File: src/rtl/core/avcc_pkg.sv
// ---------------------------------------------------------------------------
// AVCC to Annex B converter package
// Shared payload types and constants.
// ---------------------------------------------------------------------------
package avcc_pkg;

  // Largest sample length that is honored; longer lengths are clamped.
  localparam int MAX_PACKET_BYTES_DEF = 131072;

  // Field widths.
  localparam int BYTE_W = 8;
  localparam int LEN_W  = 18;

  // Number of bytes in one length prefix, and results one byte can cause.
  localparam int PREFIX_BYTES = 4;
  localparam int RES_MAX      = 4;

  // Byte offset saturates at the top of its range.
  localparam logic [LEN_W-1:0] OFFSET_MAX = '1;

  // One input transfer.
  typedef struct packed {
    logic [BYTE_W-1:0] data_byte;
    logic [LEN_W-1:0]  packet_length;
    logic              last_byte;
  } avcc_in_t;

  // One result transfer.
  typedef struct packed {
    logic [BYTE_W-1:0] out_byte;
    logic              out_last;
    logic              start_code_byte;
    logic              conversion_halted;
  } avcc_out_t;

  // Results produced by one byte, with their count.
  typedef struct packed {
    avcc_out_t [RES_MAX-1:0] item;
    logic [2:0]              cnt;
  } avcc_res_t;

endpackage

File: src/rtl/core/avcc_in_reg.sv
// ---------------------------------------------------------------------------
// Input register
// Holds one accepted byte until the converter step consumes it.
// ---------------------------------------------------------------------------
module avcc_in_reg (
  input  logic               clk,
  input  logic               rst_n,
  input  logic               in_valid,
  output logic               in_stall,
  input  avcc_pkg::avcc_in_t in_data,
  input  logic               take,
  output logic               hold_vld,
  output avcc_pkg::avcc_in_t hold_data
);
  import avcc_pkg::*;

  logic     vld_r;
  logic     vld_nxt;
  avcc_in_t data_r;
  logic     load;

  // The register is free when empty or when its byte is consumed this cycle.
  always_comb begin
    in_stall = vld_r & ~take;
    load     = in_valid & ~in_stall;
    vld_nxt  = load | (vld_r & ~take);
  end

  always_ff @(posedge clk) begin
    if (!rst_n) begin
      vld_r <= 1'b0;
    end else begin
      vld_r <= vld_nxt;
    end
  end

  // Payload needs no reset.
  always_ff @(posedge clk) begin
    if (load) begin
      data_r <= in_data;
    end
  end

  assign hold_vld  = vld_r;
  assign hold_data = data_r;

endmodule

File: src/rtl/core/avcc_step.sv
// ---------------------------------------------------------------------------
// Converter step
// Scan state and the per-byte rewrite of length prefixes into start codes.
// ---------------------------------------------------------------------------
module avcc_step #(
  parameter int MAX_PACKET_BYTES = avcc_pkg::MAX_PACKET_BYTES_DEF
) (
  input  logic                clk,
  input  logic                rst_n,
  input  avcc_pkg::avcc_in_t  item,
  input  logic                go,
  output avcc_pkg::avcc_res_t res
);
  import avcc_pkg::*;

  typedef enum logic [1:0] {
    MODE_FIRST   = 2'd0,
    MODE_PREFIX  = 2'd1,
    MODE_PAYLOAD = 2'd2,
    MODE_PASS    = 2'd3
  } mode_t;

  // Window bytes already held; the fourth prefix byte is the incoming one.
  logic [BYTE_W-1:0] win_r   [PREFIX_BYTES-1];
  logic [BYTE_W-1:0] win_nxt [PREFIX_BYTES-1];
  logic [1:0]        fill_r, fill_nxt;
  logic [LEN_W-1:0]  offset_r, offset_nxt;
  logic [LEN_W-1:0]  left_r, left_nxt;
  logic [LEN_W-1:0]  size_r, size_nxt;
  mode_t             mode_r, mode_nxt;
  logic              halt_r, halt_nxt;

  logic [LEN_W-1:0]  sz;
  logic [LEN_W-1:0]  clamp_len;
  logic [31:0]       nlen;
  logic              is_sc;
  logic              too_long;
  logic              short_tail;
  logic [LEN_W-1:0]  left_dec;
  logic [BYTE_W-1:0] wv [PREFIX_BYTES-1];
  logic [1:0]        last_idx;

  function automatic avcc_out_t mk(input logic [BYTE_W-1:0] b, input logic sc,
                                   input logic h);
    avcc_out_t o;
    o.out_byte          = b;
    o.out_last          = 1'b0;
    o.start_code_byte   = sc;
    o.conversion_halted = h;
    return o;
  endfunction

  // Sample length, clamped, taken on the first byte of a sample.
  always_comb begin
    if (32'(item.packet_length) > 32'(MAX_PACKET_BYTES)) begin
      clamp_len = LEN_W'(MAX_PACKET_BYTES);
    end else begin
      clamp_len = item.packet_length;
    end
    sz = (offset_r == '0) ? clamp_len : size_r;
  end

  // Prefix decode: start code check, length and bounds test.
  always_comb begin
    nlen       = {win_r[0], win_r[1], win_r[2], item.data_byte};
    is_sc      = (win_r[0] == '0) && (win_r[1] == '0) &&
                 ((win_r[2] == 8'd1) || ((win_r[2] == '0) && (item.data_byte == 8'd1)));
    too_long   = (34'(offset_r) + 34'd1 + 34'(nlen)) > 34'(sz);
    short_tail = (19'(offset_r) + 19'(PREFIX_BYTES)) > 19'(sz);
    left_dec   = left_r - LEN_W'(left_r != '0);
  end

  // Next state and results for the byte in the input register.
  always_comb begin
    win_nxt    = win_r;
    fill_nxt   = fill_r;
    left_nxt   = left_r;
    mode_nxt   = mode_r;
    halt_nxt   = halt_r;
    size_nxt   = sz;
    offset_nxt = (offset_r == OFFSET_MAX) ? OFFSET_MAX : offset_r + LEN_W'(1);
    res        = '0;
    wv         = win_r;
    last_idx   = '0;

    unique case (mode_r)
      MODE_FIRST, MODE_PREFIX: begin
        if (fill_r == '0 && short_tail) begin
          // Fewer than four bytes left: the rest passes unchanged.
          mode_nxt     = MODE_PASS;
          res.item[0]  = mk(item.data_byte, 1'b0, halt_r);
          res.cnt      = 3'd1;
        end else if (fill_r == 2'd3) begin
          fill_nxt = '0;
          res.cnt  = 3'd4;
          if (mode_r == MODE_FIRST && is_sc) begin
            // Sample already in start code form.
            mode_nxt    = MODE_PASS;
            res.item[0] = mk(win_r[0], 1'b0, halt_r);
            res.item[1] = mk(win_r[1], 1'b0, halt_r);
            res.item[2] = mk(win_r[2], 1'b0, halt_r);
            res.item[3] = mk(item.data_byte, 1'b0, halt_r);
          end else if (nlen == '0 || too_long) begin
            // Invalid prefix halts conversion for the rest of the sample.
            halt_nxt    = 1'b1;
            mode_nxt    = MODE_PASS;
            res.item[0] = mk(win_r[0], 1'b0, 1'b1);
            res.item[1] = mk(win_r[1], 1'b0, 1'b1);
            res.item[2] = mk(win_r[2], 1'b0, 1'b1);
            res.item[3] = mk(item.data_byte, 1'b0, 1'b1);
          end else begin
            // Replace the prefix by 00 00 00 01 and skip the payload.
            mode_nxt    = MODE_PAYLOAD;
            left_nxt    = nlen[LEN_W-1:0];
            res.item[0] = mk(8'd0, 1'b1, halt_r);
            res.item[1] = mk(8'd0, 1'b1, halt_r);
            res.item[2] = mk(8'd0, 1'b1, halt_r);
            res.item[3] = mk(8'd1, 1'b1, halt_r);
          end
        end else begin
          // Hold the byte in the prefix window.
          win_nxt[fill_r] = item.data_byte;
          wv[fill_r]      = item.data_byte;
          fill_nxt        = fill_r + 2'd1;
        end
      end
      MODE_PAYLOAD: begin
        res.item[0] = mk(item.data_byte, 1'b0, halt_r);
        res.cnt     = 3'd1;
        left_nxt    = left_dec;
        if (left_dec == '0) begin
          mode_nxt = MODE_PREFIX;
        end
      end
      MODE_PASS: begin
        res.item[0] = mk(item.data_byte, 1'b0, halt_r);
        res.cnt     = 3'd1;
      end
      default: begin
        res.cnt = '0;
      end
    endcase

    // End of sample: flush a partial window, mark the last byte, restart.
    if (item.last_byte) begin
      if (fill_nxt != '0) begin
        for (int i = 0; i < PREFIX_BYTES - 1; i++) begin
          if (2'(i) < fill_nxt) begin
            res.item[i] = mk(wv[i], 1'b0, halt_nxt);
          end
        end
        res.cnt = 3'(fill_nxt);
      end
      if (res.cnt != '0) begin
        last_idx                   = 2'(res.cnt - 3'd1);
        res.item[last_idx].out_last = 1'b1;
      end
      fill_nxt   = '0;
      offset_nxt = '0;
      left_nxt   = '0;
      mode_nxt   = MODE_FIRST;
      halt_nxt   = 1'b0;
    end
  end

  // Control state.
  always_ff @(posedge clk) begin
    if (!rst_n) begin
      fill_r   <= '0;
      offset_r <= '0;
      left_r   <= '0;
      size_r   <= '0;
      mode_r   <= MODE_FIRST;
      halt_r   <= 1'b0;
    end else if (go) begin
      fill_r   <= fill_nxt;
      offset_r <= offset_nxt;
      left_r   <= left_nxt;
      size_r   <= size_nxt;
      mode_r   <= mode_nxt;
      halt_r   <= halt_nxt;
    end
  end

  // Prefix window is only read after it has been written.
  always_ff @(posedge clk) begin
    if (go) begin
      win_r <= win_nxt;
    end
  end

endmodule

File: src/rtl/core/avcc_out_buf.sv
// ---------------------------------------------------------------------------
// Result buffer
// Four-entry queue of result transfers; its head drives the output port.
// ---------------------------------------------------------------------------
module avcc_out_buf (
  input  logic                clk,
  input  logic                rst_n,
  input  logic                in_vld,
  input  avcc_pkg::avcc_res_t res,
  output logic                go,
  output logic                out_valid,
  input  logic                out_stall,
  output avcc_pkg::avcc_out_t out_data
);
  import avcc_pkg::*;

  avcc_out_t  q_r   [RES_MAX];
  avcc_out_t  q_nxt [RES_MAX];
  avcc_out_t  q_sh  [RES_MAX];
  logic [2:0] cnt_r, cnt_nxt;
  logic [2:0] cnt_aft;
  logic [2:0] slot;
  logic       pop;

  // A byte is stepped only when all of its results fit behind the queue.
  always_comb begin
    pop     = (cnt_r != '0) & ~out_stall;
    cnt_aft = cnt_r - 3'(pop);
    go      = in_vld && ((4'(cnt_aft) + 4'(res.cnt)) <= 4'(RES_MAX));
    cnt_nxt = cnt_aft + (go ? res.cnt : 3'd0);
  end

  // Shift out the head, then append the new results.
  always_comb begin
    for (int i = 0; i < RES_MAX - 1; i++) begin
      q_sh[i] = pop ? q_r[i+1] : q_r[i];
    end
    q_sh[RES_MAX-1] = q_r[RES_MAX-1];
    slot            = '0;
    for (int i = 0; i < RES_MAX; i++) begin
      slot     = 3'(i) - cnt_aft;
      q_nxt[i] = q_sh[i];
      if (go && 3'(i) >= cnt_aft && slot < res.cnt) begin
        q_nxt[i] = res.item[slot[1:0]];
      end
    end
  end

  always_ff @(posedge clk) begin
    if (!rst_n) begin
      cnt_r <= '0;
    end else begin
      cnt_r <= cnt_nxt;
    end
  end

  always_ff @(posedge clk) begin
    q_r <= q_nxt;
  end

  assign out_valid = (cnt_r != '0);
  assign out_data  = q_r[0];

endmodule

File: src/rtl/core/avcc_to_annexb_converter_core.sv
// Path: a byte waits in the input register, then its results wait in the result queue;
// the bytes of a length prefix are held until its fourth byte arrives.
// Throughput: one byte per cycle. The three bytes that fill a prefix produce no results,
// so the queue has room for the four results of the fourth byte, and input stalls only
// while a backlog left by result stalls leaves no room for a byte's results.
// Reset: synchronous and active low; it clears the scan state and both queues.
// ---------------------------------------------------------------------------
// AVCC to Annex B converter top level
// Rewrites 4-byte NAL length prefixes of an H.264 sample as start codes.
// ---------------------------------------------------------------------------
module avcc_to_annexb_converter_core #(
  parameter int MAX_PACKET_BYTES = avcc_pkg::MAX_PACKET_BYTES_DEF
) (
  input  logic                clk,
  input  logic                rst_n,
  input  logic                in_valid,
  output logic                in_stall,
  input  avcc_pkg::avcc_in_t  in_data,
  output logic                out_valid,
  input  logic                out_stall,
  output avcc_pkg::avcc_out_t out_data
);
  import avcc_pkg::*;

  logic      hold_vld;
  avcc_in_t  hold_data;
  logic      go;
  avcc_res_t res;

  // Input register.
  avcc_in_reg u_in_reg (
    .clk       (clk),
    .rst_n     (rst_n),
    .in_valid  (in_valid),
    .in_stall  (in_stall),
    .in_data   (in_data),
    .take      (go),
    .hold_vld  (hold_vld),
    .hold_data (hold_data)
  );

  // Scan state and rewrite logic.
  avcc_step #(
    .MAX_PACKET_BYTES (MAX_PACKET_BYTES)
  ) u_step (
    .clk   (clk),
    .rst_n (rst_n),
    .item  (hold_data),
    .go    (go),
    .res   (res)
  );

  // Result queue.
  avcc_out_buf u_out_buf (
    .clk       (clk),
    .rst_n     (rst_n),
    .in_vld    (hold_vld),
    .res       (res),
    .go        (go),
    .out_valid (out_valid),
    .out_stall (out_stall),
    .out_data  (out_data)
  );

endmodule

File: config.mk
export PLATFORM = sky130hd
export DESIGN_NAME = avcc_to_annexb_converter_core
export DESIGN_NICKNAME = d
export VERILOG_FILES = /design/src/rtl/core/avcc_pkg.sv /design/src/rtl/core/avcc_in_reg.sv /design/src/rtl/core/avcc_step.sv /design/src/rtl/core/avcc_out_buf.sv /design/src/rtl/core/avcc_to_annexb_converter_core.sv
export SDC_FILE = /design/constraint.sdc
export NUM_CORES = 1
export LEC_CHECK = 0
export ABC_AREA = 1
export BUFFER_PORTS_ARGS = -buffer_cell sky130_fd_sc_hd__buf_4
export CAP_MARGIN = 15
export CORE_ASPECT_RATIO = 0.5
export CORE_MARGIN = 3
export CORE_UTILIZATION = 29
export DETAILED_ROUTE_END_ITERATION = 10
export SYNTH_ARGS = -nofsm -noshare
export SYNTH_HDL_FRONTEND = slang
export SYNTH_SLANG_ARGS = --single-unit
File: constraint.sdc
create_clock -name clk -period 7.5 [get_ports clk]
set_input_delay 0.375 -clock clk [delete_from_list [all_inputs] [get_ports clk]]
set_output_delay 0.375 -clock clk [all_outputs]
set_load 0.02 [all_outputs]
==> summary.log <==
[status] run status complete, no violations
[global_routing] vias in the first global route 11000
[synthesis] Avg Synthesized Cell Area 7.01 µm²
[detailed_routing] total length of routed wires 38100 µm
[job] max-cap violations 0
[synthesis] flop and latch count out of synthesis 158
[floorplan] area inside the core boundary 42500 µm²
[clocking] insertion delay to the later sink of the worst-skew pair 0.46 ns
[synthesis] share of flip-flops with an asynchronous set or reset 0%
[cells_and_area] summed area of non-filler cells in the final layout 14000 µm²
[synthesis] EDFF count, synth 95
[worst_setup_path] maximum single-stage delay on the critical path 0.44 ns
[sta] Relative slew margins 27.3%
[worst_setup_path] cells on worst reg2reg path 43
[place] Post-DP HPWL 29300 µm
[floorplan] chip width 301 µm
[place] number of placed cells counting well taps 2352
[clocking] clock-pin slew of the registers on the worst-case setup and hold paths 0.07 ns
[synthesis] number of standard cells after synthesis 1804
[clocking] number of buffers created by CTS 17
[floorplan] I/O pin count 44
[sta] sum of negative setup slack 0 ns
[worst_setup_path] top cell family by delay on the critical path simple AND/OR/NAND/NOR gates
[floorplan] die extent in y 154 µm
[worst_setup_path] largest fanout of any net on the critical path 28
[detailed_routing] DR vias 11800
[synthesis] sequential share of the synthesized area 32.5%
[global_routing] total global routing overflow 0
[worst_setup_path] Crit. path cell count 43
[floorplan] effective utilization at floorplan 29.8%
[floorplan] Placement Rows 53
[synthesis] area leader, netlist edfxtp_1
[sta] post-route clock skew 0.0186 ns
[global_routing] pin count of the biggest net entering global routing 61
[worst_setup_path] kind of start point of the critical path register
[worst_setup_path] Register-to-Register Setup Slack 0.90 ns
[clocking] number of setup buffers added after CTS 0
[power_and_ir_drop] pwr/cell area 396 nW/µm²
[synthesis] net count after synthesis 1929
[detailed_routing] Avg WL per Cell 16.0 µm
[worst_setup_path] termination of the worst setup path u_out_buf.out_data[8]
[cells_and_area] non-filler instance count after layout 2384
[place] placement-stage cell area 13400 µm²
[global_routing] initial antenna violation count 0
[cells_and_area] Filler Cell Count 4580
[clocking] count of cells resized by post-cts repair 0
[worst_setup_path] number of buffer and inverter instances along the worst setup path 10
[worst_setup_path] endpoint type of the worst setup path register
[worst_setup_path] CP max-delay cell a21boi_0
[power_and_ir_drop] Leak 0.00647 µW
[detailed_routing] remaining design rule violation count 0
[sta] final number of max-transition violations 0
[detailed_routing] ANT nets after route 0
[place] routability congestion estimate 0.932
[sta] maximum clock frequency 0.151 GHz
[worst_setup_path] required time of the critical path 7.60 ns
[clocking] number of hold-repair buffers added at the cts stage 0
[sta] setup repair after global routing missed its margin no
[sta] count of endpoints failing setup in the final report 0
[cells_and_area] count of nets after finishing 1919
[worst_setup_path] arrival time at the worst endpoint 6.70 ns
[global_routing] global-route wire length before repair 60600 µm
[synthesis] number of warnings printed during yosys synthesis 0
[worst_setup_path] Worst R2R Start u_step.offset_r[2]
[cells_and_area] total inserted antenna cells 0
[worst_setup_path] dominant cell type by count on the critical path nand2_1
[synthesis] area of the mapped netlist 12600 µm²
[synthesis] top cell type's share of synthesized area 22.6%
[power_and_ir_drop] Max VDD drop 0.169 mV
[detailed_routing] drt first-iter violations 1069
[worst_setup_path] RR Endpoint u_out_buf.out_data[8]
[cells_and_area] Synth-to-Final Area Change 10.5%
[clocking] H-tree Lvls 4
[clocking] count of clock tree sinks 158
[sta] min cycle time layout 6.60 ns
[hold_path] worst min-delay path category in2reg
[synthesis] Synth area leaders edfxtp_1 23%, nand2_1 14%, dfxtp_1 10%
[place] Port Buffers 43
[worst_setup_path] worst setup path class reg2reg
[clocking] buffer type at the clock tree root clkbuf_16
[global_routing] Global Route Usage Sum 16.5%
[sta] Worst Max-Slew Pin Slew 1.09 ns
[detailed_routing] routed via count divided by cell count 4.97
[synthesis] library cells used by synthesis 52
[worst_setup_path] launching instance or port of the critical path u_step.offset_r[2]
[detailed_routing] first drt pass iteration count 7
[cells_and_area] layout cells sized above 1 7.64%
[sta] final cycle utilization of the critical path 88.0%
[sta] Final Hold Violating Endpoints 0
[clocking] CTS Buffer Depth 2
[floorplan] die footprint 46300 µm²
[clocking] TritonCTS clock tree done
[synthesis] prevailing post-synth register cell edfxtp_1
==> cell usage after synthesis (15+ instances only) <==
cell,instances
o21ai_1,31
nand2_1,476
nand3_1,198
edfxtp_1,95
nor2_1,156
nor3_1,21
dfxtp_1,63
a21oi_1,72
inv_1,201
o21ai_0,59
ha_1,91
clkbuf_1,40
nor4_1,15
nand4_1,49
xnor2_1,18
xor2_1,42
buf_2,20
o211ai_1,21
==> how the worst min path moves through the flow <==
stage	startpoint	to	slack, ns	cells past startpoint
2_1_floorplan	u_step.left_r[0]	u_step.left_r[0]	0.45	2
3_3_place_gp	u_step.size_r[5]	u_step.size_r[5]	0.48	2
3_5_place_dp	u_step.size_r[6]	u_step.size_r[6]	0.48	2
4_1_cts	in_data[12]	u_in_reg.hold_data[12]	0.07	1
5_1_grt	in_data[13]	u_in_reg.hold_data[13]	0.07	1
6_report	in_data[17]	u_in_reg.hold_data[17]	0.09	1
==> stage by stage <==
stage,utilization (%),hold slack (ns),total power [µW],setup WS [ns]
6_report,32.9,0.0933,5530,0.899
5_1_grt,32.9,0.0703,6040,0.168
4_1_cts,32.9,0.0702,5530,0.876
3_5_place_dp,31.5,0.484,4620,0.893
3_3_place_gp,31.5,0.479,4570,1.06
2_1_floorplan,-,0.450,3810,0.938
==> per-layer routing <==
layer  wire, µm  vias up  track usage (%)  share of wire (%)
met5          0        -                0                  0
met4        930        0             5.18                2.4
met3       2820       57             3.23                7.4
met2      15600      406             23.9                 41
met1      18700     5398             24.5                 49
li1           -     5979                -                  -
==> logic make-up after synthesis <==
group,share of synthesized area [%]
and+or+nand+nor,33.5
buffers and inverters,9.62
AOI/OAI and AO/OA,10.7
DFF,32.5
adders and majority gates,9.48
xor gates and xnor gates,4.16
==> worst register-to-register path, delay by kind of cell (launching register included) <==
| family | cells | cell delay [ns] |
|---|---|---|
| adder cells (fa/ha/maj) | 4 | 1.25 |
| AO/OA/AOI/OAI | 3 | 0.64 |
| AND/OR/NAND/NOR | 26 | 2.67 |
| flip-flops | 1 | 0.41 |
| buffers and inverters | 10 | 1.28 |
==> state kept, by name, indices dropped and copies added, names as in the netlist <==
signal,count
u_step.left_r,18
u_step.size_r,18
u_in_reg.hold_data,27
u_step.fill_r,2
u_out_buf.out_data,11
u_step.mode_r,2
u_step.offset_r,18
u_out_buf.cnt_r,3
u_step.halt_r,1
u_out_buf.q_r,33
u_in_reg.hold_vld,1
u_step.nlen,24
==> power breakdown <==
group / internal [µW] / switching [µW]
Combinational: 1000 / 2110
Clock: 492 / 409
Sequential: 1310 / 206
Total: 2810 / 2720
==> cells in the final DEF (no fill, tap or decap), types with 21 or more instances in the layout <==
cell      netlist  layout
nand4_1        49      49
edfxtp_1       95      95
buf_4          13      55
a21oi_1        72      72
nand3_1       198     198
o21ai_1        31      31
o21ai_0        59      59
dfxtp_1        63      63
o211ai_1       21      21
xor2_1         42      42
inv_1         201     201
nor3_1         21      21
nand2_1       476     476
ha_1           91      91
nor2_1        156     154
==> area by class of cell <==
type / instances / area, µm² / area share [%]
clock inverters: 13 / 126 / 0.904
repair buffers: 55 / 413 / 2.95
inverters: 213 / 805 / 5.76
multi-input cells: 1349 / 7330 / 52.5
well taps: 577 / 722 / 5.17
flip-flops and latches: 158 / 4110 / 29.4
clock buffers: 19 / 464 / 3.32
Power figures use the tool's default switching activity.
